$ cat src/rtl/core/ceaf_ram.sv
// ceaf_ram: generic simple dual-port ram, one write and one registered read
// port; no dependencies
module ceaf_ram #(
    parameter int WIDTH = 16,
    parameter int DEPTH = 256
) (
    input  logic                     clk,
    input  logic                     we,
    input  logic [$clog2(DEPTH)-1:0] waddr,
    input  logic [WIDTH-1:0]         wdata,
    input  logic                     re,
    input  logic [$clog2(DEPTH)-1:0] raddr,
    output logic [WIDTH-1:0]         rdata
);

    logic [WIDTH-1:0] mem [DEPTH];

    always_ff @(posedge clk)
    begin
        if (we)
        begin
            mem[waddr] <= wdata;
        end
        if (re)
        begin
            rdata <= mem[raddr];
        end
    end

endmodule

$ cat config.mk
export PLATFORM = sky130hd
export DESIGN_NAME = ceaf_ram
export DESIGN_NICKNAME = d
export VERILOG_FILES = /design/src/rtl/core/ceaf_ram.sv
export SDC_FILE = /design/constraint.sdc
export NUM_CORES = 2
export LEC_CHECK = 0
export ABC_AREA = 1
export BUFFER_PORTS_ARGS = -buffer_cell sky130_fd_sc_hd__clkbuf_2
export CAP_MARGIN = 20
export CORE_MARGIN = 2
export CORE_UTILIZATION = 30
export CTS_BUF_LIST = sky130_fd_sc_hd__clkbuf_4
export DETAILED_ROUTE_END_ITERATION = 6
export PLACE_DENSITY = 0.43
export SKIP_LAST_GASP = 1
export SLEW_MARGIN = 5
export SYNTH_ARGS = -nofsm -noshare
export SYNTH_HDL_FRONTEND = slang
export SYNTH_SLANG_ARGS = --single-unit
$ cat constraint.sdc
create_clock -name clk -period 6.41 [get_ports clk]
set_clock_uncertainty 0.1 [all_clocks]
set_input_delay 1.923 -clock clk [delete_from_list [all_inputs] [get_ports clk]]
set_output_delay 1.923 -clock clk [all_outputs]
set_load 0.05 [all_outputs]
# Yosys cells after proc, flatten, opt, wreduce, memory -nomap -nowiden
# Memories as Yosys holds them, arrays and structs flattened. A register that Yosys moved wholly into a read port is not among the register bits.
# Index checks and enable logic that the tools add are counted.
# word_totals
out_inout_bits	16
word_cells	3
inputBits	35
mem_bits_rw	4096
memories	1
regBits	0
# op_classes
mux	2
# mem_list
name	words	word_bits	read_ports	rd_ports_with_merged_regs	write_ports	line	source
mem	256	16	1	1	1	16	logic [WIDTH-1:0] mem [DEPTH];
# op_table
cell	count
$mux 1	2

# Logic depth before layout (Yosys ltp)
# depth
word_depth	2
mapped_depth	15
mapped_depth_nobuf	11

# Least setup slack after synthesis
# No wires, ideal clock.
# synth_timing
path_kind	input-to-reg
startpoint	input we
endpoint	memory mem[162][0], enable pin
required_ps	5922
setup_ps	388
n_path_buf	2
cell_stages	4
t_arrival_ps	3375
slack_ps	2547
cell_sequence	clkbuf_1 nand3_1 clkbuf_1 nor2_1
# synth_between
elab_chain_len	2
# synth_rtl
element	line	source
from (decl)	8	input logic we,
$mux 1	20	if (we)
$mux 1 (not written as such)	22	mem[waddr] <= wdata;
to (decl)	16	
# No other way between the ends.

# Final worst setup path
# layout_timing
startpoint	register rdata[14], read port of mem
endpoint	output rdata[14]
# layout_rtl
element	line	source
from (decl)	13	output logic [WIDTH-1:0] rdata
# No word-level cell between the ends.

==> impl_results.md <==
- Outcome: finished with violations
- Violated checks: design-rule violations
- Hold buffers post-CTS: 0
- Hold EP: mem[68][0]
- Post-route ant nets: 0
- Crit path buf inv count: 1
- Worst Hold Class: input port to flop
- Worst path required time: 4.39 ns
- GPL Wtd Cong: 0.800
- Synth warn: 0
- Post-Syn Nets: 13652
- Layout fillers: 54899
- Post-CTS sizing: 0
- Clock power share: 0.416
- Core footprint: 552000 um^2
- Xor and xnor area share after synthesis: 0
- DP HPWL: 327000 um
- IR drop worst, VDD: 0.193 mV
- Area of the multi-input gates: 37300 um^2
- Final Cycle Share: 0.830
- Critical path's slowest cell: edfxtp_1
- Crit path max-delay family: flip-flops
- Hold depth: 1
- Port Buf Inserts: 50
- Crit path from: rdata[14]
- Setup violators final: 0
- PwrDens: 300 nW/um^2
- Most common cell after layout, fill and taps aside: nand2_1
- Crit-path max FO: 1
- Adder-Cell Fraction of Synth Area: 0
- Setup CP Type: flop to output pin
- Synth Area in Compound Gates: 0
- Post-synthesis sequential area ratio: 0.744
- DR vias/cell: 4.97
- Reg clk slew, reported paths: 0.06 ns
- Die W: 748 um
- Synthesized area: 166000 um^2
- Mapped Cells: 13617
- Top area cells in the synthesized netlist: edfxtp_1 74%, nand3_1 12%, nand2_1 9.5%
- R2R Path Start: mem[107][13]
- Yosys top cell by area: edfxtp_1
- Leak Pwr: 67.2 nW
- Share of the synthesized area in the top cell type: 0.744
- Sw frac: 0.247
- NetSw: 14.1 mW
- Vias in the first global route: 109320
- Total setup buffers inserted after CTS: 0
- Critical Path Source Type: flop
- Most frequent cells in the layout: 4195 x nand2_1, 4112 x edfxtp_1, 4035 x nand3_1, 1786 x clkbuf_4, 453 x buf_4
- Final nets: 14573
- Area growth syn-to-layout: 15.0%
- Largest net degree at the start of global routing: 127
- Average wire per standard cell: 25.5 um
- Antenna violations before repair: 50
- CP arrival: 3.30 ns
- Multiplexer area fraction after synthesis: 0
- Critical R2R Capture: rdata[13]
- CTS tree: built
- Slew Limit Headroom: 0.211
- Pwr Total: 57.3 mW
- Die Y-Extent: 748 um
- Cells on worst reg2reg path: 10
- MaxCap Viol Count: 0
- Max clock buf depth: 5
- Critical hold path startpoint: wdata[0]
- Sequential power share: 0.519
- Final Hold Vio Count: 0
- Ports: 51
- Grt ovf: 0
- Area fraction in and, or, nand and nor cells after synthesis: 0.223
- Critical Path Max Stage Delay: 1.01 ns
- Clk root buf: clkbuf_4
- Initial Util: 0.301
- Initial DRC count: 10676
- P_int: 43.2 mW
- Register area: 123000 um^2
- Die area: 559000 um^2
- Synth Register Bits: 4112
- Worst-Skew Late Latency: 1.84 ns
- First-pass GRT wire length: 818000 um
- Count of cell types in the netlist: 14
- Critical-path cell list: clkbuf_2
- Measured slew at the worst slew-check pin: 1.18 ns
- Max Slew Vio Count: 0
- DRC: 2
- Largest family of logic cells by synthesized area: simple AND/OR/NAND/NOR gates
- R2r setup slk: 3.43 ns
- Post-Route WL: 575000 um
- FMAX: 188 MHz
- Max H-tree Level: 7
- Count of clock tree sinks: 4112
- Syn avg cell area: 12.2 um^2
- Vias: 112299
- RSZ-0062 raised after global routing: no
- Final Critical Period: 5.32 ns
- Critical Path End Type: output pin
- Comb pwr share: 0.066
- Inserted Clock Buffers: 1219
- Fin Setup TNS: 0 ns
- Rows: 273
- DRT Pass-1 Iters: 7
- Overall Global Routing Usage: 0.203
- Layout cell share with drive strength beyond 1: 0.166
[cell usage after synthesis]
cell and n:
nand2_1 4211, edfxtp_1 4112, nand3_1 4035, buf_2 495, nor2_1 283, buf_4 163
clkbuf_1 154, buf_1 70, buf_6 53, inv_1 35, inv_2 2, inv_4 2
buf_12 1, buf_8 1
[metrics by stage]
step            util  worst slack, ns  instances  hold slack, ns  instance area [um^2]
2_1_floorplan      -             2.55      13617           0.811                166000
3_3_place_gp   0.320            0.346      20587           0.976                176000
3_5_place_dp   0.320            0.397      20596           0.969                176000
4_1_cts        0.345            0.905      22537           0.216                191000
5_1_grt        0.346            0.927      22558           0.274                191000
6_report       0.346             1.09      22579           0.491                191000
[cell type report]
cell class | instances | area share
sequential | 4112 | 0.647
multi-input combinational | 8529 | 0.195
clock buffer | 1785 | 0.0703
tap | 7287 | 0.0478
timing repair buffer | 637 | 0.0342
clock inverter | 156 | 0.00351
inverter | 39 | 0.00105
antenna | 34 | 0.000446
[registers in the layout, summed over array words and instances (netlist names)]
name	flops
mem	4096
rdata	16
[logic make-up after synthesis]
family / Yosys count
flops: 4112
buf+inv: 976
simple gates: 8529
[layer usage]
metal | GRT usage | wire length (um) | up-vias
met5 | 0 | 28 | -
met4 | 0.0618 | 13000 | 6
met3 | 0.0453 | 38000 | 768
met2 | 0.317 | 266000 | 3863
met1 | 0.280 | 258000 | 56498
li1 | - | - | 51164
[how the worst max path moves through the flow]
stage | endpoint | depth (start not counted)
finish | rdata[14] | 1
global route | rdata[15] | 1
CTS | rdata[14] | 1
detailed placement | rdata[13] | 15
global placement | rdata[13] | 15
floorplan | mem[162][0] | 4
[power groups by stage]
| stage | sequential [mW] | combinational (mW) | clock [mW] |
|---|---|---|---|
| CTS | 29.7 | 3.81 | 24.6 |
| global placement | 30.3 | 3.81 | 0 |
| detailed placement | 30.3 | 3.80 | 0 |
| finish | 29.7 | 3.76 | 23.8 |
| global route | 29.7 | 4.05 | 26.0 |
| floorplan | 30.3 | 1.83 | 0 |
(Power assumes the default switching activity.)
