[config.mk]
export PLATFORM = sky130hd
export DESIGN_NAME = ceaf_out
export DESIGN_NICKNAME = d
export VERILOG_FILES = /design/src/rtl/core/ceaf_pkg.sv /design/src/rtl/core/ceaf_out.sv
export SDC_FILE = /design/constraint.sdc
export NUM_CORES = 1
export LEC_CHECK = 0
export ABC_AREA = 1
export BUFFER_PORTS_ARGS = -buffer_cell sky130_fd_sc_hd__buf_4
export CAP_MARGIN = 30
export CORE_MARGIN = 5
export CORE_UTILIZATION = 40
export DETAILED_ROUTE_END_ITERATION = 10
export GPL_TIMING_DRIVEN = 0
export MAX_ROUTING_LAYER = met4
export PLACE_DENSITY = 0.75
export SYNTH_ARGS = -nofsm -noshare
export SYNTH_HDL_FRONTEND = slang
export SYNTH_SLANG_ARGS = --single-unit
[constraint.sdc]
create_clock -name clk -period 1.5 [get_ports clk]
set_input_delay 0.075 -clock clk [delete_from_list [all_inputs] [get_ports clk]]
set_output_delay 0.075 -clock clk [all_outputs]
set_load 0.005 [all_outputs]
[src/rtl/core/ceaf_pkg.sv]
// ceaf_pkg: shared types, register indexes and arithmetic helpers of the
// 3x3 convolution edge filter; no dependencies
package ceaf_pkg;

    localparam int KERNEL_SIZE = 3;
    localparam int PIX_W       = 8;
    localparam int PROD_W      = 17;
    localparam int SUM_W       = 21;
    localparam int CFG_IDX_W   = 3;
    localparam int CFG_DATA_W  = 24;
    localparam int SIZE_CFG_W  = 9;

    localparam logic [CFG_IDX_W-1:0] CFG_IMAGE_WIDTH   = 3'd0;
    localparam logic [CFG_IDX_W-1:0] CFG_IMAGE_HEIGHT  = 3'd1;
    localparam logic [CFG_IDX_W-1:0] CFG_KERNEL_TOP    = 3'd2;
    localparam logic [CFG_IDX_W-1:0] CFG_KERNEL_MIDDLE = 3'd3;
    localparam logic [CFG_IDX_W-1:0] CFG_KERNEL_BOTTOM = 3'd4;

    localparam logic [CFG_DATA_W-1:0] KERNEL_TOP_RESET    = 24'hFFFEFF;
    localparam logic [CFG_DATA_W-1:0] KERNEL_MIDDLE_RESET = 24'h000000;
    localparam logic [CFG_DATA_W-1:0] KERNEL_BOTTOM_RESET = 24'h010201;

    typedef logic [PIX_W-1:0] pix_t;

    // [row][column], row 0 is the oldest row, column 0 the oldest column
    typedef logic [KERNEL_SIZE-1:0][KERNEL_SIZE-1:0][PIX_W-1:0] win_t;
    // [m][n] signed coefficients, n = 0 in the low byte of a row
    typedef logic [KERNEL_SIZE-1:0][KERNEL_SIZE-1:0][PIX_W-1:0] kern_t;

    typedef logic signed [PROD_W-1:0] prod_t;
    typedef logic signed [SUM_W-1:0]  sum_t;

    // position flags of one input word, worked out at acceptance
    typedef struct packed {
        logic row_ge1;
        logic row_ge2;
        logic col_zero;
        logic col_last;
        logic row_is_h;
    } scan_t;

    // which results one input word produces
    typedef struct packed {
        logic emit_main;
        logic emit_edge;
        logic frame_end;
    } emit_t;

    typedef struct packed {
        logic frame_end;
        logic saturated;
        pix_t edge_value;
    } result_t;

    // signed coefficient times unsigned pixel, exact in 17 bits
    function automatic prod_t coef_mul(input logic [PIX_W-1:0] c, input pix_t p);
        logic signed [PROD_W-1:0] a;
        logic signed [PROD_W-1:0] b;
        begin
            a = {{(PROD_W-PIX_W){c[PIX_W-1]}}, c};
            b = {{(PROD_W-PIX_W){1'b0}}, p};
            return a * b;
        end
    endfunction

    function automatic sum_t sext_prod(input prod_t p);
        return {{(SUM_W-PROD_W){p[PROD_W-1]}}, p};
    endfunction

    // |s| saturated at 255
    function automatic result_t make_result(input sum_t s, input logic fend);
        logic [SUM_W-1:0] mag;
        result_t r;
        begin
            mag = s[SUM_W-1] ? (SUM_W'(0) - s) : s;
            r.saturated  = |mag[SUM_W-1:PIX_W];
            r.edge_value = r.saturated ? {PIX_W{1'b1}} : mag[PIX_W-1:0];
            r.frame_end  = fend;
            return r;
        end
    endfunction

endpackage

[src/rtl/core/ceaf_out.sv]
// ceaf_out: output register holding up to two results of one input word,
// sent one word at a time; depends on ceaf_pkg
module ceaf_out
    import ceaf_pkg::*;
(
    input  logic    clk,
    input  logic    rst_n,
    input  logic    in_valid,
    output logic    in_ready,
    input  result_t main_res,
    input  result_t edge_res,
    input  emit_t   emit,
    output logic    m_tvalid,
    input  logic    m_tready,
    output logic    m_tlast,
    output result_t m_res
);

    result_t main_reg;
    result_t edge_reg;
    emit_t   emit_reg;
    logic    valid_reg;
    logic    main_sent_reg;
    logic    cur_is_edge;
    logic    final_word;

    assign cur_is_edge = !emit_reg.emit_main || main_sent_reg;
    assign final_word  = cur_is_edge || !emit_reg.emit_edge;
    assign in_ready    = !valid_reg || (m_tready && final_word);
    assign m_tvalid    = valid_reg;
    assign m_tlast     = final_word;
    assign m_res       = cur_is_edge ? edge_reg : main_reg;

    always_ff @(posedge clk)
    begin
        if (in_valid && in_ready)
        begin
            main_reg <= main_res;
            edge_reg <= edge_res;
        end
    end

    always_ff @(posedge clk or negedge rst_n)
    begin
        if (!rst_n)
        begin
            valid_reg     <= 1'b0;
            main_sent_reg <= 1'b0;
            emit_reg      <= '0;
        end
        else if (in_ready)
        begin
            valid_reg     <= in_valid;
            main_sent_reg <= 1'b0;
            if (in_valid)
            begin
                emit_reg <= emit;
            end
        end
        else if (m_tready)
        begin
            // first of two words went out
            main_sent_reg <= 1'b1;
        end
    end

endmodule

[Yosys cells after proc, flatten, opt, wreduce, memory -nomap -nowiden]
Cells that the tools add are included.
Storage, ports and cells
  flip-flop bits (word level): 24
  word-level logic and storage cells: 23
Operators by class
  muxes and demuxes: 3
  reduce and logical (&&, ||, !) cells: 10
Operator list (count)
  10-bit 2-to-1 mux: 1
  1-bit zero test: 3
  1-bit logical OR: 3
  1-bit logical AND: 2
  1-bit 2-to-1 mux: 2
  2-bit AND reduction: 1
  2-bit nonzero test: 1

[Longest topological paths before layout]
  depth after elaboration: 6
  mapped depth: 7

[Worst setup path after synthesis]
Ideal clock, no wire load.
  path kind: reg-to-reg
  from: reg emit_reg[2] in the netlist's numbering
  to: reg edge_reg[0] in the netlist's numbering (enable)
  data arrival time: 1.147 ns
  setup slack: -0.022 ns
  stages on the path, launching flop included: 6
  path buffers: 0
  period minus slack after synthesis: 1.522 ns
  cells stage by stage: dfrtp_1 > nand3_1 > nand2_1 > nand2_4 > nand2_4 > inv_1
Between the ends
  longest elaborated chain between the ends: 6
RTL lines
  from (decl): line ceaf_out.sv:21  | emit_t emit_reg;
  from (signal assigned): line ceaf_out.sv:57  | emit_reg <= emit;
  1-bit zero test: line ceaf_out.sv:27  | assign cur_is_edge = !emit_reg.emit_main || main_sent_reg;
  1-bit logical OR: line ceaf_out.sv:27
  1-bit logical OR: line ceaf_out.sv:28  | assign final_word = cur_is_edge || !emit_reg.emit_edge;
  via m_tlast: line ceaf_out.sv:15  | output logic m_tlast,
  1-bit logical AND: line ceaf_out.sv:29  | assign in_ready = !valid_reg || (m_tready && final_word);
  1-bit logical OR: line ceaf_out.sv:29
  via in_ready: line ceaf_out.sv:9  | output logic in_ready,
  1-bit logical AND: line ceaf_out.sv:36  | if (in_valid && in_ready)
  to (signal assigned): line ceaf_out.sv:39  | edge_reg <= edge_res;
  to (decl): line ceaf_out.sv:20  | result_t edge_reg;
The timed path passes the listed nets, and every way through them passes these cells.
A chain may end at the register's enable or synchronous reset.

==> impl_metrics.csv <==
group,metric,value,unit
critical_path,crit_path_start_kind,"register",
sta,rsz0062_at_grt,"true",
pwr,powerDensity,1024,mW/mm2
sta,relSlewSlack,0.8598,
place,numPortBuffers,38,
cts,numCtsBuffers,3,
sta,finalSetupTns,0,ns
sta,finalCriticalPeriod,1.465,ns
routing,highest_layer,"met3",
critical_path,timing.rr.end,"main_reg[5]$_DFFE_PP_",
routing,first_pass_iters,2,
sta,hold_viol_final,0,
floorplanning,ios,40,
critical_path,path_cells,"nand2_4 > mux2_2 > buf_4",
critical_path,critPathRequiredTime,1.42,ns
synthesis,async_flop_share,0.1667,
global_route,grt_antenna_before_repair,0,
cts,clock-root-buffer,"clkbuf_4",
final_layout,fin_util,0.6920,
critical_path,cpPeakStageDelay,0.44,ns
floorplanning,die_x,57.29,um
final_layout,fin_area,0.001501,mm2
pwr,power_frac_clock,0.209,
synthesis,yosysTopAreaCell,"edfxtp_1",
synthesis,seq_area_frac_synth,0.7832,
synthesis,synth_area_per_cell,17.89,um2
synthesis,synth_flop_cell,"edfxtp_1",
synthesis,synth_area_leaders,"edfxtp_1 (67%), mux2_2 (13%), dfrtp_1 (11%)",
sta,fmaxAchievable,0.6824,GHz
floorplanning,dieArea,0.003282,mm2
cts,cts_tree,"yes",
routing,wl_met1,715,um
sta,setup_viol,0,
synthesis,ys_top_cells_by_count,"edfxtp_1 (20), mux2_2 (10), nand2_1 (6), dfrtp_1 (4), nand3_1 (3)",
routing,wl_met2,924,um
critical_path,endpoint_kind,"output pin",
job,max-cap-violations,0,
sta,finClkSkew,0.005136,ns
floorplanning,start_util,0.4123,
pwr,switching_share,0.2277,
synthesis,synth-seq-cells,24,
routing,drt_iter0_drc,1,
routing,routed_via_density,4.285,
pwr,seq_power_share,0.541,
final_layout,n_antenna_cell,0,
routing,antenna_left,0,
pwr,switchingPower,349.9,uW
critical_path,timing.rr.start,"main_sent_reg$_DFFE_PN0P_",
sta,worstMarginPinSlew,0.2098,ns
worst_hold_path,min-delay-start,"in_valid",
critical_path,critPathMaxFanout,10,
synthesis,synth_warnings,0,
routing,wl,1.785,mm
final_layout,areaGrowthSynthToFinish,67.83,%
cts,insertion_delay,0.30,ns
final_layout,drive_gt1_frac,0.5000,
worst_hold_path,hold_class,"in -> reg",
synthesis,synth_top_cell_area_share,0.6713,
routing,wl_per_cell,12.40,um
pwr,p_int,1.187,mW
pwr,comb_power_share,0.250,
cts,post_cts_buffers,0,
floorplanning,rows,17,
global_route,grt.total_usage,0.1250,
cts,cts_max_level,1,
global_route,grt_pass1_wl,2.973,mm
floorplanning,core-area,0.002170,mm2
global_route,grt_pass1_vias,666,
synthesis,syn_area,894.6,um2
critical_path,cp.arrival,1.39,ns
final_layout,fillers,140,
routing,route.vias.total,617,
routing,wl_met3,145,um
synthesis,syn_inst,50,
pwr,power_leakage,0.6341,nW
final_layout,nNetsFinal,144,
cts,cts.sinks,24,
cts,clk_path_buf_depth,2,
place,place_area,0.001219,mm2
place,gp_congestion,0.6751,
worst_hold_path,hold_depth,3,
place,hpwl,1.131,mm
global_route,overflow,0,
sta,drv_slew,0,
worst_hold_path,min_to,"emit_reg[2]$_DFFE_PN0P_",
synthesis,synth_most_common_cell,"edfxtp_1",
synthesis,synth_edf_count,20,
cts,cts.clk_slew.worst_paths,0.12,ns
sta,min_period_over_period,0.9770,
critical_path,rrSetupSlack,0.11,ns
global_route,grt_max_degree,14,
outcome,status,"complete, no violations",
floorplanning,die_height,57.29,um
routing,drcViolationCount,0,
critical_path,crit_path_top_delay_cell,"dfrtp_1",
synthesis,syn_nets,77,
critical_path,worstSetupPathType,"reg -> out",
pwr,peakVddDrop,810.3,uV
synthesis,synth_cell_types,9,
critical_path,reg2reg_depth,6,
-- worst max-delay path: cells and delay by family, from the launching register on --
kind,cells,cell delay [ns]
buffers and inverters,1,0.13
DFF,1,0.44
muxes,1,0.35
and+or+nand+nor,1,0.17
-- layout make-up --
class | instances | area (um2) | area share
flip-flops and latches | 24 | 700.7 | 0.4667
repair buffers | 61 | 515.5 | 0.3433
multi-input cells | 24 | 195.2 | 0.1300
clock buffers | 4 | 36.28 | 0.02417
well taps | 28 | 35.03 | 0.02333
inverters | 2 | 11.26 | 0.007500
repair inverters | 1 | 7.507 | 0.005000
-- repair_timing --
item                                   CTS  global route
setup endpoints to repair               30            30
gates cloned                             1             0
hold buffers                            23             0
resized for setup                        3             1
endpoints found under the hold margin   26             0
-- metrics by stage --
stage | std cells | hold slack, ns | total power [mW] | worst slack, ns
2_1_floorplan | 50 | -0.2206 | 0.9929 | 0.08576
3_5_place_dp | 116 | -0.1257 | 1.174 | -0.08068
3_3_place_gp | 116 | -0.1292 | 1.166 | -0.05054
6_report | 144 | 0.03144 | 1.537 | 0.03451
4_1_cts | 144 | 0.02029 | 1.561 | 0.004583
5_1_grt | 144 | 0.04552 | 1.621 | -0.03799
-- cells in the final DEF, fill, tap and decap left out, drive strengths merged --
cell / netlist / routed
nand2: 9 / 9
buf: 0 / 38
clkbuf: 0 / 4
inv: 2 / 1
nor2: 2 / 2
nand3: 3 / 3
mux2: 10 / 10
dlygate4sd3: 0 / 23
edfxtp: 20 / 20
dfrtp: 4 / 4
clkinvlp: 0 / 2
-- worst max path at each step --
stage | from | depth (start not counted) | slack, ns | endpoint
5_1_grt | emit_reg[2]$_DFFE_PN0P_ | 3 | -0.04 | m_res[8]
4_1_cts | emit_reg[2]$_DFFE_PN0P_ | 3 | 0.005 | m_res[3]
6_report | emit_reg[2]$_DFFE_PN0P_ | 3 | 0.03 | m_res[3]
2_1_floorplan | main_sent_reg$_DFFE_PN0P_ | 6 | 0.09 | edge_reg[0]$_DFFE_PP_
3_3_place_gp | main_sent_reg$_DFFE_PN0P_ | 6 | -0.05 | main_reg[1]$_DFFE_PP_
3_5_place_dp | main_sent_reg$_DFFE_PN0P_ | 6 | -0.08 | edge_reg[0]$_DFFE_PP_
-- power groups by stage --
stage	logic [mW]	registers [mW]	clock network [mW]
after floorplan	0.155	0.838	0
after global placement	0.326	0.840	0
after detailed placement	0.330	0.845	0
after CTS	0.389	0.832	0.341
after global routing	0.423	0.839	0.359
final	0.384	0.831	0.322
-- routing by layer --
layer,global-route usage,vias up
li1,-,313
met1,0.1375,277
met2,0.2170,27
met3,0.02941,0
met4,0.04967,0
met5,-,-
-- cell families (layout without fill, tap and decap cells) --
logic type	after synthesis	count (layout)	synth area share
muxes	10	10	0.1259
and+or+nand+nor	14	14	0.08252
DFF	24	24	0.7832
buffers and inverters	2	68	0.008395
Note: power is estimated with default switching activity, not from simulation.
