$ cat src/rtl/core/ceaf_pkg.sv
// ceaf_pkg: shared types, register indexes and arithmetic helpers of the
// 3x3 convolution edge filter; no dependencies
package ceaf_pkg;

    localparam int KERNEL_SIZE = 3;
    localparam int PIX_W       = 8;
    localparam int PROD_W      = 17;
    localparam int SUM_W       = 21;
    localparam int CFG_IDX_W   = 3;
    localparam int CFG_DATA_W  = 24;
    localparam int SIZE_CFG_W  = 9;

    localparam logic [CFG_IDX_W-1:0] CFG_IMAGE_WIDTH   = 3'd0;
    localparam logic [CFG_IDX_W-1:0] CFG_IMAGE_HEIGHT  = 3'd1;
    localparam logic [CFG_IDX_W-1:0] CFG_KERNEL_TOP    = 3'd2;
    localparam logic [CFG_IDX_W-1:0] CFG_KERNEL_MIDDLE = 3'd3;
    localparam logic [CFG_IDX_W-1:0] CFG_KERNEL_BOTTOM = 3'd4;

    localparam logic [CFG_DATA_W-1:0] KERNEL_TOP_RESET    = 24'hFFFEFF;
    localparam logic [CFG_DATA_W-1:0] KERNEL_MIDDLE_RESET = 24'h000000;
    localparam logic [CFG_DATA_W-1:0] KERNEL_BOTTOM_RESET = 24'h010201;

    typedef logic [PIX_W-1:0] pix_t;

    // [row][column], row 0 is the oldest row, column 0 the oldest column
    typedef logic [KERNEL_SIZE-1:0][KERNEL_SIZE-1:0][PIX_W-1:0] win_t;
    // [m][n] signed coefficients, n = 0 in the low byte of a row
    typedef logic [KERNEL_SIZE-1:0][KERNEL_SIZE-1:0][PIX_W-1:0] kern_t;

    typedef logic signed [PROD_W-1:0] prod_t;
    typedef logic signed [SUM_W-1:0]  sum_t;

    // position flags of one input word, worked out at acceptance
    typedef struct packed {
        logic row_ge1;
        logic row_ge2;
        logic col_zero;
        logic col_last;
        logic row_is_h;
    } scan_t;

    // which results one input word produces
    typedef struct packed {
        logic emit_main;
        logic emit_edge;
        logic frame_end;
    } emit_t;

    typedef struct packed {
        logic frame_end;
        logic saturated;
        pix_t edge_value;
    } result_t;

    // signed coefficient times unsigned pixel, exact in 17 bits
    function automatic prod_t coef_mul(input logic [PIX_W-1:0] c, input pix_t p);
        logic signed [PROD_W-1:0] a;
        logic signed [PROD_W-1:0] b;
        begin
            a = {{(PROD_W-PIX_W){c[PIX_W-1]}}, c};
            b = {{(PROD_W-PIX_W){1'b0}}, p};
            return a * b;
        end
    endfunction

    function automatic sum_t sext_prod(input prod_t p);
        return {{(SUM_W-PROD_W){p[PROD_W-1]}}, p};
    endfunction

    // |s| saturated at 255
    function automatic result_t make_result(input sum_t s, input logic fend);
        logic [SUM_W-1:0] mag;
        result_t r;
        begin
            mag = s[SUM_W-1] ? (SUM_W'(0) - s) : s;
            r.saturated  = |mag[SUM_W-1:PIX_W];
            r.edge_value = r.saturated ? {PIX_W{1'b1}} : mag[PIX_W-1:0];
            r.frame_end  = fend;
            return r;
        end
    endfunction

endpackage

$ cat src/rtl/core/ceaf_window.sv
// ceaf_window: 3x3 window register, shifted once per input word
// depends on ceaf_pkg
module ceaf_window
    import ceaf_pkg::*;
(
    input  logic  clk,
    input  logic  rst_n,
    input  logic  clear,
    input  logic  in_valid,
    output logic  in_ready,
    input  pix_t  in_pix,
    input  scan_t in_scan,
    input  pix_t  older_pix,
    input  pix_t  newer_pix,
    output logic  out_valid,
    input  logic  out_ready,
    output win_t  win,
    output emit_t emit
);

    win_t  win_reg;
    win_t  win_next;
    emit_t emit_reg;
    emit_t emit_next;
    logic  valid_reg;
    logic  take;

    assign in_ready  = !valid_reg || out_ready;
    assign take      = in_valid && in_ready;
    assign out_valid = valid_reg;
    assign win       = win_reg;
    assign emit      = emit_reg;

    always_comb
    begin
        win_next = win_reg;
        for (int k = 0; k < KERNEL_SIZE; k++)
        begin
            if (in_scan.col_zero)
            begin
                win_next[k][0] = '0;
                win_next[k][1] = '0;
            end
            else
            begin
                win_next[k][0] = win_reg[k][1];
                win_next[k][1] = win_reg[k][2];
            end
        end
        win_next[0][2] = in_scan.row_ge2 ? older_pix : '0;
        win_next[1][2] = in_scan.row_ge1 ? newer_pix : '0;
        win_next[2][2] = in_pix;

        emit_next.emit_main = in_scan.row_ge1 && !in_scan.col_zero;
        emit_next.emit_edge = in_scan.row_ge1 && in_scan.col_last;
        emit_next.frame_end = in_scan.row_is_h;
    end

    always_ff @(posedge clk or negedge rst_n)
    begin
        if (!rst_n)
        begin
            win_reg   <= '0;
            valid_reg <= 1'b0;
            emit_reg  <= '0;
        end
        else if (clear)
        begin
            win_reg   <= '0;
            valid_reg <= 1'b0;
        end
        else if (take)
        begin
            win_reg   <= win_next;
            emit_reg  <= emit_next;
            // words that produce no result drop out here
            valid_reg <= emit_next.emit_main || emit_next.emit_edge;
        end
        else if (out_ready)
        begin
            valid_reg <= 1'b0;
        end
    end

endmodule

$ cat config.mk
export PLATFORM = sky130hd
export DESIGN_NAME = ceaf_window
export DESIGN_NICKNAME = d
export VERILOG_FILES = /design/src/rtl/core/ceaf_pkg.sv /design/src/rtl/core/ceaf_window.sv
export SDC_FILE = /design/constraint.sdc
export NUM_CORES = 1
export LEC_CHECK = 0
export BUFFER_PORTS_ARGS = -buffer_cell sky130_fd_sc_hd__buf_4
export CAP_MARGIN = 10
export CORE_ASPECT_RATIO = 1.4
export CORE_MARGIN = 1.5
export CORE_UTILIZATION = 47
export DETAILED_ROUTE_END_ITERATION = 10
export PLACE_DENSITY_LB_ADDON = 0.05
export REMOVE_ABC_BUFFERS = 1
export SLEW_MARGIN = 20
export SYNTH_ARGS = -nofsm -noshare
export SYNTH_HDL_FRONTEND = slang
export SYNTH_SLANG_ARGS = --single-unit
$ cat constraint.sdc
create_clock -name clk -period 1.9 [get_ports clk]
set_input_delay 0 -clock clk [delete_from_list [all_inputs] [get_ports clk]]
set_output_delay 0 -clock clk [all_outputs]
set_load 0.01 [all_outputs]
Word-level counts from Yosys, hierarchy flattened
Index checks and enable logic that the tools add are counted.
{ "totals": {"regBits": 76, "output_inout_bits": 77, "elab_cells": 34} }
{ "op_classes": {"n_bitwise": 1, "reduce_logical": 10, "mux": 10} }
{ "op_table": {"columns": ["operator", "count"], "rows": [
  ["two-way mux 72 bit", 2],
  ["two-way mux 16 bit", 3],
  ["two-way mux 8 bit", 2],
  ["logical AND 1 bit", 3],
  ["two-way mux 1 bit", 3],
  ["nonzero test 3 bit", 1],
  ["zero test 1 bit", 2],
  ["logical OR 1 bit", 2],
  ["AND reduction 2 bit", 1],
  ["nonzero test 2 bit", 1],
  ["inverter 1 bit", 1]
]} }

Longest topological paths before layout
{ "logic_depth": {"word_depth": 5, "ltp_mapped": 6, "mapped_depth_nobuf": 4} }

Worst setup path before layout
Ideal clock, no wire load.
{ "synth_path": {"path_type": "register to register", "from": "register valid_reg (netlist: out_valid)", "to": "register win_reg (netlist bit win[32])", "setup_ns": 0.066, "n_path_buf": 3, "arrival_time_ns": 1.342, "slack_ns": 0.492, "path_stages_with_launch": 7, "cell_sequence": "dfrtp_1 > nor2b_1 > buf_4 > nor3_2 > buf_4 > buf_2 > a22o_1"} }
{ "synth_between": {"elab_chain_len": 4} }
{ "synth_lines": {"columns": ["item", "line_no", "text"], "rows": [
  ["start, declared", "ceaf_window.sv:25", "logic valid_reg;"],
  ["start signal, assigned", "ceaf_window.sv:77", "valid_reg <= emit_next.emit_main || emit_next.emit_edge;"],
  ["zero test 1 bit", "ceaf_window.sv:28", "assign in_ready = !valid_reg || out_ready;"],
  ["logical OR 1 bit", "ceaf_window.sv:28", null],
  ["logical AND 1 bit", "ceaf_window.sv:29", "assign take = in_valid && in_ready;"],
  ["nonzero test 2 bit (no line)", null, null],
  ["end signal, assigned", "ceaf_window.sv:74", "win_reg <= win_next;"],
  ["end, declared", "ceaf_window.sv:21", "win_t win_reg;"]
]} }
No other way between the ends.
A chain may end at the register's enable or synchronous reset.

Final worst setup path
{ "layout_path": {"from": "register valid_reg (netlist: out_valid)", "to": "register valid_reg (netlist: out_valid)"} }
{ "layout_between": {"elab_chain_len": 5, "elab_cells_between_ends": 6, "classes_between": "mux (2); reduce/logical (4)"} }
{ "layout_lines": {"columns": ["item", "line_no", "text"], "rows": [
  ["zero test 1 bit *", "ceaf_window.sv:28", null],
  ["logical OR 1 bit *", "ceaf_window.sv:28", null],
  ["logical AND 1 bit *", "ceaf_window.sv:29", null],
  ["two-way mux 1 bit", "ceaf_window.sv:72", "else if (take)"],
  ["two-way mux 1 bit", "ceaf_window.sv:67", "else if (clear)"]
]} }
Every way passes the cells marked *; elsewhere a longest branch is shown, timed or not.

==> flow_summary.ini <==
[detailed_routing]
drt-vias-per-instance = 5.495
detailroute.via_count = 2187
drt_pass1_iterations = 4
detail-route-antenna-nets = 0
finalWirelength_um = 6710
wl_per_cell_um = 16.86
number_of_design_rule_violations_left_after_detail_routing = 0
detailedRoute.firstIterationViolations = 135

[worst_setup_path]
cp_slowest_cell = dlygate4sd3_1
critPathLaunchType = flip-flop
slowest_delay_ns = 0.57
critical_path_peak_fanout = 6
critPathArrivalTime_ns = 1.96
cp_cell_sequence = nor2b_1 -> buf_4 -> inv_2 -> a21oi_1 -> dlygate4sd3_1
criticalPathCategory = flip-flop to flip-flop
timing.critical_path.to_type = flip-flop
cp.required_ns = 2.18

[clock_tree]
cts.sink_count = 76
cts.repair_timing.setup_buffer_count = 0
tritoncts_clock_tree = done
clk_path_buf_depth = 2
clkLatencyLatePin_ns = 0.34
buffer_type_at_the_clock_tree_root = clkbuf_8
numCtsBuffers = 9
htree_num_levels = 3
clkSlewWorstSetupHoldPaths_ns = 0.08

[yosys]
synthesized_area_per_cell_um2 = 15.18
synthCells = 181
number_of_enable_flip_flop_cells_after_synthesis = 0
ys_async_sr_fraction_pct = 100.0
synth.distinct_cells = 21
post_synth_instance_area_um2 = 2748
synth_seq_cells = 76
yosys_warnings = 0
synth_top_flop_cell = dfrtp_1
yosysSeqAreaShare_pct = 69.22

[global_route]
grt_total_ovfl = 0
vias_in_the_first_global_route = 2175
grt_first_pass_wirelength_um = 10690
antenna_found_initial = 0
track_usage_pct = 22.70
grt_max_degree = 58

[floorplanning]
i_o_pins = 111
chipWidth_um = 67.62
floorplan.die.height_um = 93.47
die_area_um2 = 6320
initial_core_util_pct = 49.37
floorplan.core_area_um2 = 5565
rows = 32

[sta]
worst_slew_pin_slew_ns = 0.6342
rsz0062_at_grt = false
fmax_ghz = 0.5957
fin_skew_ns = 0.01050
final_min_period_over_clock_period_pct = 88.35
timing.max_slew.rel_slack_pct = 57.62
timing.final.setup_violations = 0
hold-worst-slack_ns = 0.002440
timing_max_transition_violations_final = 0
hold_vio_cnt_final = 0
timing.final.crit_period_ns = 1.679

[power_and_ir_drop]
power_w = 0.003456
ir_drop_uv = 520.6
total_leakage_power_nw = 2.165
pwr_density_cell_nw_per_um2 = 815.0

[cells_and_area]
largest_register_ff_count = 72
multiInputGateArea_um2 = 760.7
area_taken_by_flip_flops_and_latches_um2 = 1902
fillerInstances = 373
drive_gt1_share_pct = 41.52
fin_nets = 359
num_antenna_cells = 0
area_growth_pct = 54.33

[place]
numPortBuffers = 110
dp_hpwl_um = 4097
place.gp.congestion = 0.7258

[run]
cap_viol_max_count = 0

[worst_hold_path]
hp-class = input port to flip-flop

[run_status]
status = completed
## per-layer routing
layer  GRT usage [%]  share of wire (%)  vias to the layer above  wire [um]
met5               0                  0                        -          0
met4           9.524                1.7                        0        114
met3           5.054                6.3                       13        425
met2           34.40                 50                       91       3363
met1           31.23                 42                     1086       2806
li1                -                  -                      997          -
## cells in the final DEF, fill, tap and decap left out, drive strengths merged
cell | netlist | final
a21oi | 2 | 2
a22o | 56 | 56
a32o | 16 | 16
buf | 14 | 117
bufinv | 0 | 2
clkbuf | 3 | 11
clkinv | 0 | 1
clkinvlp | 0 | 2
dfrtp | 76 | 76
dlygate4sd3 | 0 | 33
inv | 3 | 3
mux2 | 1 | 1
nand2 | 1 | 1
nand2b | 1 | 1
nor2 | 1 | 1
nor2b | 1 | 1
nor3 | 1 | 1
o211ai | 1 | 1
o21ai | 2 | 2
o31ai | 1 | 1
o41ai | 1 | 1
## synthesized netlist by cell type, types with 2 or more instances
cell type	number	share of area, %
dfrtp_1	76	69
buf_4	2	0.55
a22o_1	56	18
clkbuf_1	3	0.41
o21ai_0	2	0.36
buf_2	11	2.0
a32o_1	16	5.8
inv_1	2	0.27
## final timing paths
| kind | start | slack [ns] | cells past startpoint | endpoint |
|---|---|---|---|---|
| min reg2reg | emit[0] | 0.50 | 1 | emit[0] |
| min | in_scan[4] | 0.002 | 2 | win[46] |
| max | out_valid | 0.22 | 5 | out_valid |
| max in group asynchronous | rst_n | 1.14 | 3 | win[62] |
| min in group asynchronous | rst_n | 0.20 | 2 | win[17] |
| max reg2reg | out_valid | 0.22 | 5 | out_valid |
## critical path, delay by kind of cell (launching register included)
kind	cells	cell delay, ns
flops	1	0.35
simple gates	1	0.29
buf+inv	3	0.86
compound gates	1	0.12
## per-stage QoR
stage	std cells	TNS [ns]	util [%]	cell area (um2)	setup slack, ns
floorplan	164	-29.59	-	2663	-0.4843
global placement	349	0	65.94	3670	0.02048
detailed placement	349	-0.02686	65.94	3670	-0.02686
CTS	398	0	76.19	4240	0.2736
global route	398	0	76.19	4240	0.1220
finish	398	0	76.19	4240	0.2214
## report_power, final
group          total, W  internal, W  switching, W
Clock           0.00141     0.000814      0.000595
Sequential      0.00169      0.00166     0.0000318
Combinational  0.000358     0.000191      0.000167
Total           0.00346      0.00266      0.000794
## area by class of cell
type / instances / area share (%)
Clock buffer: 11 / 3.570
Clock inverter: 5 / 1.977
Inverter: 3 / 0.2656
Multi-Input combinational cell: 85 / 17.94
Sequential cell: 76 / 44.85
Tap cell: 68 / 2.006
Timing Repair Buffer: 150 / 29.39
## kinds of logic (layout without fill, tap and decap cells)
kind of cell    count (synthesis)  count (layout)  synth area share, %
simple gates                    5               5                1.184
flops                          76              76                69.22
mux                             1               1               0.4098
buf+inv                        20             169                3.506
compound gates                 79              79                25.68
## repair_timing
action / 4_1_cts / 5_1_grt
hold buffers: 33 / 0
setup endpoints to repair: 1 / 0
gates resized for setup: 1 / 0
endpoints found under the hold margin: 70 / 0
Note: power is estimated with default switching activity, not from simulation.
