<file path="config.mk">
export PLATFORM = sky130hd
export DESIGN_NAME = ceaf_mac
export DESIGN_NICKNAME = d
export VERILOG_FILES = /design/src/rtl/core/ceaf_pkg.sv /design/src/rtl/core/ceaf_mac.sv
export SDC_FILE = /design/constraint.sdc
export NUM_CORES = 2
export LEC_CHECK = 0
export ABC_AREA = 1
export BUFFER_PORTS_ARGS = -buffer_cell sky130_fd_sc_hd__buf_2
export CORE_UTILIZATION = 45
export DETAILED_ROUTE_END_ITERATION = 7
export PLACE_DENSITY = 0.61
export SLEW_MARGIN = 0
export SYNTH_ARGS = -nofsm -noshare
export SYNTH_HDL_FRONTEND = slang
export SYNTH_SLANG_ARGS = --single-unit
export TNS_END_PERCENT = 30
</file>
<file path="constraint.sdc">
create_clock -name clk -period 7.8 [get_ports clk]
set_input_delay 0.78 -clock clk [delete_from_list [all_inputs] [get_ports clk]]
set_output_delay 0.78 -clock clk [all_outputs]
set_load 0.02 [all_outputs]
</file>
<file path="src/rtl/core/ceaf_pkg.sv">
// ceaf_pkg: shared types, register indexes and arithmetic helpers of the
// 3x3 convolution edge filter; no dependencies
package ceaf_pkg;

    localparam int KERNEL_SIZE = 3;
    localparam int PIX_W       = 8;
    localparam int PROD_W      = 17;
    localparam int SUM_W       = 21;
    localparam int CFG_IDX_W   = 3;
    localparam int CFG_DATA_W  = 24;
    localparam int SIZE_CFG_W  = 9;

    localparam logic [CFG_IDX_W-1:0] CFG_IMAGE_WIDTH   = 3'd0;
    localparam logic [CFG_IDX_W-1:0] CFG_IMAGE_HEIGHT  = 3'd1;
    localparam logic [CFG_IDX_W-1:0] CFG_KERNEL_TOP    = 3'd2;
    localparam logic [CFG_IDX_W-1:0] CFG_KERNEL_MIDDLE = 3'd3;
    localparam logic [CFG_IDX_W-1:0] CFG_KERNEL_BOTTOM = 3'd4;

    localparam logic [CFG_DATA_W-1:0] KERNEL_TOP_RESET    = 24'hFFFEFF;
    localparam logic [CFG_DATA_W-1:0] KERNEL_MIDDLE_RESET = 24'h000000;
    localparam logic [CFG_DATA_W-1:0] KERNEL_BOTTOM_RESET = 24'h010201;

    typedef logic [PIX_W-1:0] pix_t;

    // [row][column], row 0 is the oldest row, column 0 the oldest column
    typedef logic [KERNEL_SIZE-1:0][KERNEL_SIZE-1:0][PIX_W-1:0] win_t;
    // [m][n] signed coefficients, n = 0 in the low byte of a row
    typedef logic [KERNEL_SIZE-1:0][KERNEL_SIZE-1:0][PIX_W-1:0] kern_t;

    typedef logic signed [PROD_W-1:0] prod_t;
    typedef logic signed [SUM_W-1:0]  sum_t;

    // position flags of one input word, worked out at acceptance
    typedef struct packed {
        logic row_ge1;
        logic row_ge2;
        logic col_zero;
        logic col_last;
        logic row_is_h;
    } scan_t;

    // which results one input word produces
    typedef struct packed {
        logic emit_main;
        logic emit_edge;
        logic frame_end;
    } emit_t;

    typedef struct packed {
        logic frame_end;
        logic saturated;
        pix_t edge_value;
    } result_t;

    // signed coefficient times unsigned pixel, exact in 17 bits
    function automatic prod_t coef_mul(input logic [PIX_W-1:0] c, input pix_t p);
        logic signed [PROD_W-1:0] a;
        logic signed [PROD_W-1:0] b;
        begin
            a = {{(PROD_W-PIX_W){c[PIX_W-1]}}, c};
            b = {{(PROD_W-PIX_W){1'b0}}, p};
            return a * b;
        end
    endfunction

    function automatic sum_t sext_prod(input prod_t p);
        return {{(SUM_W-PROD_W){p[PROD_W-1]}}, p};
    endfunction

    // |s| saturated at 255
    function automatic result_t make_result(input sum_t s, input logic fend);
        logic [SUM_W-1:0] mag;
        result_t r;
        begin
            mag = s[SUM_W-1] ? (SUM_W'(0) - s) : s;
            r.saturated  = |mag[SUM_W-1:PIX_W];
            r.edge_value = r.saturated ? {PIX_W{1'b1}} : mag[PIX_W-1:0];
            r.frame_end  = fend;
            return r;
        end
    endfunction

endpackage

</file>
<file path="src/rtl/core/ceaf_mac.sv">
// ceaf_mac: product stage and sum / magnitude stage for the interior result
// and the row-end result; depends on ceaf_pkg
module ceaf_mac
    import ceaf_pkg::*;
(
    input  logic    clk,
    input  logic    rst_n,
    input  logic    in_valid,
    output logic    in_ready,
    input  win_t    win,
    input  emit_t   emit,
    input  kern_t   kernel,
    output logic    out_valid,
    input  logic    out_ready,
    output result_t main_res,
    output result_t edge_res,
    output emit_t   out_emit
);

    localparam int EDGE_TERMS = 2;

    prod_t   pm_reg [KERNEL_SIZE][KERNEL_SIZE];
    prod_t   pe_reg [KERNEL_SIZE][EDGE_TERMS];
    emit_t   e3_reg;
    logic    v3_reg;
    logic    r3;

    result_t main_reg;
    result_t edge_reg;
    emit_t   e4_reg;
    logic    v4_reg;
    sum_t    sum_main;
    sum_t    sum_edge;

    assign out_valid = v4_reg;
    assign main_res  = main_reg;
    assign edge_res  = edge_reg;
    assign out_emit  = e4_reg;

    assign r3       = !v4_reg || out_ready;
    assign in_ready = !v3_reg || r3;

    // products: flipped kernel, coefficient (m,n) meets window (2-m,2-n);
    // row-end result sees the window shifted left with a zero column
    always_ff @(posedge clk)
    begin
        if (in_valid && in_ready)
        begin
            for (int m = 0; m < KERNEL_SIZE; m++)
            begin
                for (int n = 0; n < KERNEL_SIZE; n++)
                begin
                    pm_reg[m][n] <= coef_mul(kernel[m][n], win[2-m][2-n]);
                end
                pe_reg[m][0] <= coef_mul(kernel[m][1], win[2-m][2]);
                pe_reg[m][1] <= coef_mul(kernel[m][2], win[2-m][1]);
            end
            e3_reg <= emit;
        end
    end

    always_comb
    begin
        sum_main = '0;
        sum_edge = '0;
        for (int m = 0; m < KERNEL_SIZE; m++)
        begin
            for (int n = 0; n < KERNEL_SIZE; n++)
            begin
                sum_main = sum_main + sext_prod(pm_reg[m][n]);
            end
            for (int j = 0; j < EDGE_TERMS; j++)
            begin
                sum_edge = sum_edge + sext_prod(pe_reg[m][j]);
            end
        end
    end

    always_ff @(posedge clk)
    begin
        if (v3_reg && r3)
        begin
            main_reg <= make_result(sum_main, 1'b0);
            edge_reg <= make_result(sum_edge, e3_reg.frame_end);
            e4_reg   <= e3_reg;
        end
    end

    always_ff @(posedge clk or negedge rst_n)
    begin
        if (!rst_n)
        begin
            v3_reg <= 1'b0;
            v4_reg <= 1'b0;
        end
        else
        begin
            if (in_ready)
            begin
                v3_reg <= in_valid;
            end
            if (r3)
            begin
                v4_reg <= v3_reg;
            end
        end
    end

endmodule

</file>
* Yosys cells after proc, flatten, opt, wreduce, memory -nomap -nowiden *
Memory sizes are Yosys's and may differ from the RTL's.
Cells that the tools add are included.

operators by class
  add/sub/neg operators = 15
  multipliers = 15
  mux-type cells = 4
  reduce and logical (&&, ||, !) cells = 8

operator list
  kind                   number
  $mul 8x9->17           15
  $add 21x17->21         5
  $add 20x17->21         2
  $mux 21                2
  $sub 1x21->21 const A  2
  $add 19x17->20         2
  $add 18x17->19         2
  $add 17x17->18         2
  $reduce_or 13->1       2
  $logic_and 1x1->1      2
  $logic_not 1->1        2
  $logic_or 1x1->1       2
  $mux 1                 2

storage, ports and cells
  bits in registers = 26
  RAM bits = 255
  input bits = 151
  output and inout bits = 25
  logic and storage cells = 56
  memories kept = 2

memories
  memory  depth  bits a word  read ports  clocked after memory_dff  write ports  line            source
  pm_reg  3      51           3           0                         3            ceaf_mac.sv:22  prod_t pm_reg [KERNEL_SIZE][KERNEL_SIZE];
  pe_reg  3      34           3           0                         3            ceaf_mac.sv:23  prod_t pe_reg [KERNEL_SIZE][EDGE_TERMS];

* Depth between registers and ports, before layout *
An unclocked memory read counts as a cell.

  depth in word-level cells = 12
  mapped depth = 30
  gate-level depth less buffers = 30

* Worst setup path after synthesis *
No wires, ideal clock.

  path kind = input-to-reg
  from = input out_ready
  to = register e3_reg[0] in the netlist's numbering (enable)
  setup time = 0.609 ns
  arrival = 6.128 ns
  data required time = 7.191 ns
  setup slack = 1.063 ns
  stages = 4
  path buffers = 0
  cells stage by stage = inv_1 > nand3_1 > nand2_1 > inv_1

between the ends
  longest elaborated chain between the ends = 3

ends and longest elaborated chain
  item                  line            source
  start, declared       ceaf_mac.sv:14  input logic out_ready,
  $logic_or 1x1->1      ceaf_mac.sv:40  assign r3 = !v4_reg || out_ready;
  $logic_or 1x1->1      ceaf_mac.sv:41  assign in_ready = !v3_reg || r3;
  net in_ready          ceaf_mac.sv:9   output logic in_ready,
  $logic_and 1x1->1     ceaf_mac.sv:47  if (in_valid && in_ready)
  end signal, assigned  ceaf_mac.sv:58  e3_reg <= emit;
  end, declared         ceaf_mac.sv:24  emit_t e3_reg;

The timed path passes the listed nets, and every way through them passes these cells.
A chain may end at the register's enable or synchronous reset.

==> qor.tcl <==
set qor(run_status) {completed}
set qor(cts_num_sinks) 281
set qor(die-height_um) 336.2
set qor(required_worst_endpoint_ns) 8.06
set qor(synth_cell_types) 47
set qor(first_global_vias) 37220
set qor(highest_count_cells_in_the_layout_ignoring_fill_and_taps) {inv_1 (1798), nand2_1 (1369), fa_1 (747), ha_1 (687), edfxtp_1 (279)}
set qor(final_max_slew_viol_count) 0
set qor(fin_util_pct) 48.21
set qor(globalRouteMet2Util_pct) 37.64
set qor(detail_route.drc_violations) 0
set qor(h-tree-depth) 2
set qor(grt_usage_pct) 22.93
set qor(finalCritPeriodShare_pct) 69.98
set qor(horizontal_extent_of_the_die_um) 336.2
set qor(depth_of_the_worst_register_to_register_path) 25
set qor(antenna_found_initial) 3
set qor(use_met1_pct) 32.54
set qor(worst_skew_pair.late_latency_ns) 0.57
set qor(globalRouteOverflowTotal) 0
set qor(setup_ws_ns) 2.342
set qor(cp-startpoint) {pm_reg[0][2]}
set qor(drt_first_pass_iters) 5
set qor(syn_avg_cell_area_um2) 8.343
set qor(critical_path.max_fanout) 9
set qor(vias_after_detailed_routing) 36570
set qor(final_antenna_net_count) 0
set qor(final_layout_size_suffix_gt1_share_pct) 5.250
set qor(post_cts_setup_repair_bufs) 0
set qor(worst_hold_path.endpoint) {out_emit[1]}
set qor(post_synthesis_net_count) 7609
set qor(setup.worst_path.start_class) {register}
set qor(cts_root_buffer) {clkbuf_16}
set qor(start_util_pct) 45.41
set qor(endpoint_kind) {register}
set qor(clock.fmax_ghz) 0.1832
set qor(placeableCoreArea_um2) 110700
set qor(drt_iter0_markers) 2379
set qor(tritoncts.num_buffers) 35
set qor(synth.yosys.seq_area_share_pct) 16.77
set qor(synthesis.instances) 6024
set qor(routed_via_density) 4.846
set qor(post_cts_resize_count) 0
set qor(floorplan.die_area_um2) 113000
set qor(wirelength_mm) 125.1
set qor(min_delay_path_depth) 0
set qor(grt_pass1_wl_mm) 201.0
set qor(setup_violations) 0
set qor(ios) 176
set qor(nets) 7619
set qor(worst_setup_hold_path_clk_slew_ns) 0.06
set qor(max-slew-margin-rel_pct) 21.98
set qor(reg2reg_to) {main_res[1]}
set qor(hold_class) {register to register}
set qor(tightest_slew_ns) 1.170
set qor(yosysWarnings) 0
set qor(worst_ep_arrival_time_ns) 5.72
set qor(timing.setup.critical_path_class) {register to register}
set qor(skew_ns) 0.03654
set qor(worst_r2r_startpoint) {pm_reg[0][2]}
set qor(fin_crit_ns) 5.458
set qor(fin_tns_setup_ns) 0
set qor(grt_start_max_net_pins) 154
set qor(largest_register_ffs) 153
set qor(layout.cells.most_common) {inv_1}
set qor(io_buffer_count) 174
set qor(met3_demand_to_capacity_share_in_global_routing_pct) 2.537
set qor(synthesis.area_um2) 50260
set qor(maxCapViolCount) 0
set qor(dp_hpwl_mm) 104.5
set qor(place_congestion) 0.9218
set qor(global_route_hottest_layer) {met2}
set qor(r2r_setup_slack_ns) 2.34
set qor(post-place-ws_ns) 2.066
set qor(rsz0062_at_grt) {false}
set qor(tritoncts) {yes}
set qor(cts_buffer_depth) 3
set qor(synthToLayoutAreaGrowth_pct) 6.172
set qor(ys_ff_latch) 281
set qor(hold_path_startpoint) {e3_reg[1]}
set qor(report.final.hold_viol_count) 0
set qor(rows) 122
set qor(drt-wirelength-per-cell_um) 16.57
==> metrics by stage <==
step	hold slack [ns]	cells	area, um2
final	0.4182	7546	53360
after global routing	0.3979	7545	53360
after CTS	0.3874	7545	53360
after detailed placement	0.4068	7484	52210
after global placement	0.4023	7484	52210
after floorplan	0.4003	6024	50260
==> routing by layer <==
layer,vias to the layer above,share of wire (%)
met4,0,2.1
met3,118,5.4
li1,17680,-
met2,904,47
met1,17870,46
met5,-,0
==> cell type report <==
type	count	area, um2
Tap cell	1488	1862
Clock buffer	41	919.6
Timing Repair Buffer	176	900.9
Clock inverter	19	215.2
Inverter	1809	6798
Antenna cell	1	2.502
Sequential cell	281	8428
Multi-Input combinational cell	3731	34230
Fill cell	10800	57310
==> kinds of logic after synthesis <==
kind of cell	count (synthesis)	share of synthesized area [%]
adders and majority gates	1434	46.86
buffers and inverters	2012	15.12
and+or+nand+nor	1783	14.42
DFF	281	16.77
AOI/OAI and AO/OA	316	3.391
xor gates and xnor gates	197	3.433
other	1	0.007462
==> timing repair <==
item,in CTS,in global routing
hold buffers,1,0
hold endpoints to repair,2,0
setup endpoints to repair,0,0
==> how the worst max path moves through the flow <==
stage                                to  slack (ns)  depth (start not counted)
after floorplan               e3_reg[0]        1.06                          4
after global placement    pm_reg[2][16]        2.14                         22
after detailed placement  pe_reg[2][33]        2.07                         21
after CTS                   main_res[1]        2.29                         25
after global routing        main_res[1]        1.91                         25
final                       main_res[1]        2.34                         25
==> worst max-delay path: stages, from the launching register on <==
cell and delay, ns:
edfxtp_1 0.39, fa_1 0.62, fa_1 0.47, fa_1 0.54, inv_1 0.05, fa_1 0.43
inv_1 0.07, ha_1 0.21, inv_1 0.08, fa_1 0.50, inv_1 0.15, nand2_1 0.06
nand2_1 0.12, nand3_1 0.08, nand2_1 0.14, nand3_1 0.12, nor2_1 0.11, nand2_1 0.08
nor2_1 0.19, nand2_1 0.11, nand3_1 0.08, nand2_1 0.06, nor2_1 0.08, nand2_1 0.09
nor2_4 0.21, nand3_1 0.11
==> synth_stat cells, drive strengths merged <==
master / count / area, um2
conb: 1 / 3.750
nand3b: 8 / 60.06
a21oi: 191 / 967.2
nand3: 134 / 725.7
o21ai: 81 / 405.4
clkbuf: 195 / 735.7
nor3: 15 / 85.08
edfxtp: 279 / 8378
a21o: 9 / 67.56
or2: 20 / 125.1
a31oi: 8 / 50.05
a211oi: 2 / 15.01
o2111ai: 6 / 52.55
fa: 747 / 14950
inv: 1808 / 6787
o22ai: 1 / 6.260
xor2: 129 / 1130
o311ai: 1 / 8.760
a21boi: 4 / 30.03
ha: 687 / 8596
o31ai: 1 / 7.510
and2: 2 / 12.51
clkinv: 1 / 3.750
nand4: 17 / 106.4
nand2: 1404 / 5386
nor2: 183 / 744.5
o221ai: 3 / 26.28
dfrtp: 2 / 50.05
o21a: 2 / 15.01
buf: 8 / 73.82
o21bai: 7 / 52.55
xnor2: 68 / 595.6
Power is left out: the tool's default activity adds up to more than one toggle a clock period on the data nets, which glitch-free logic cannot reach.
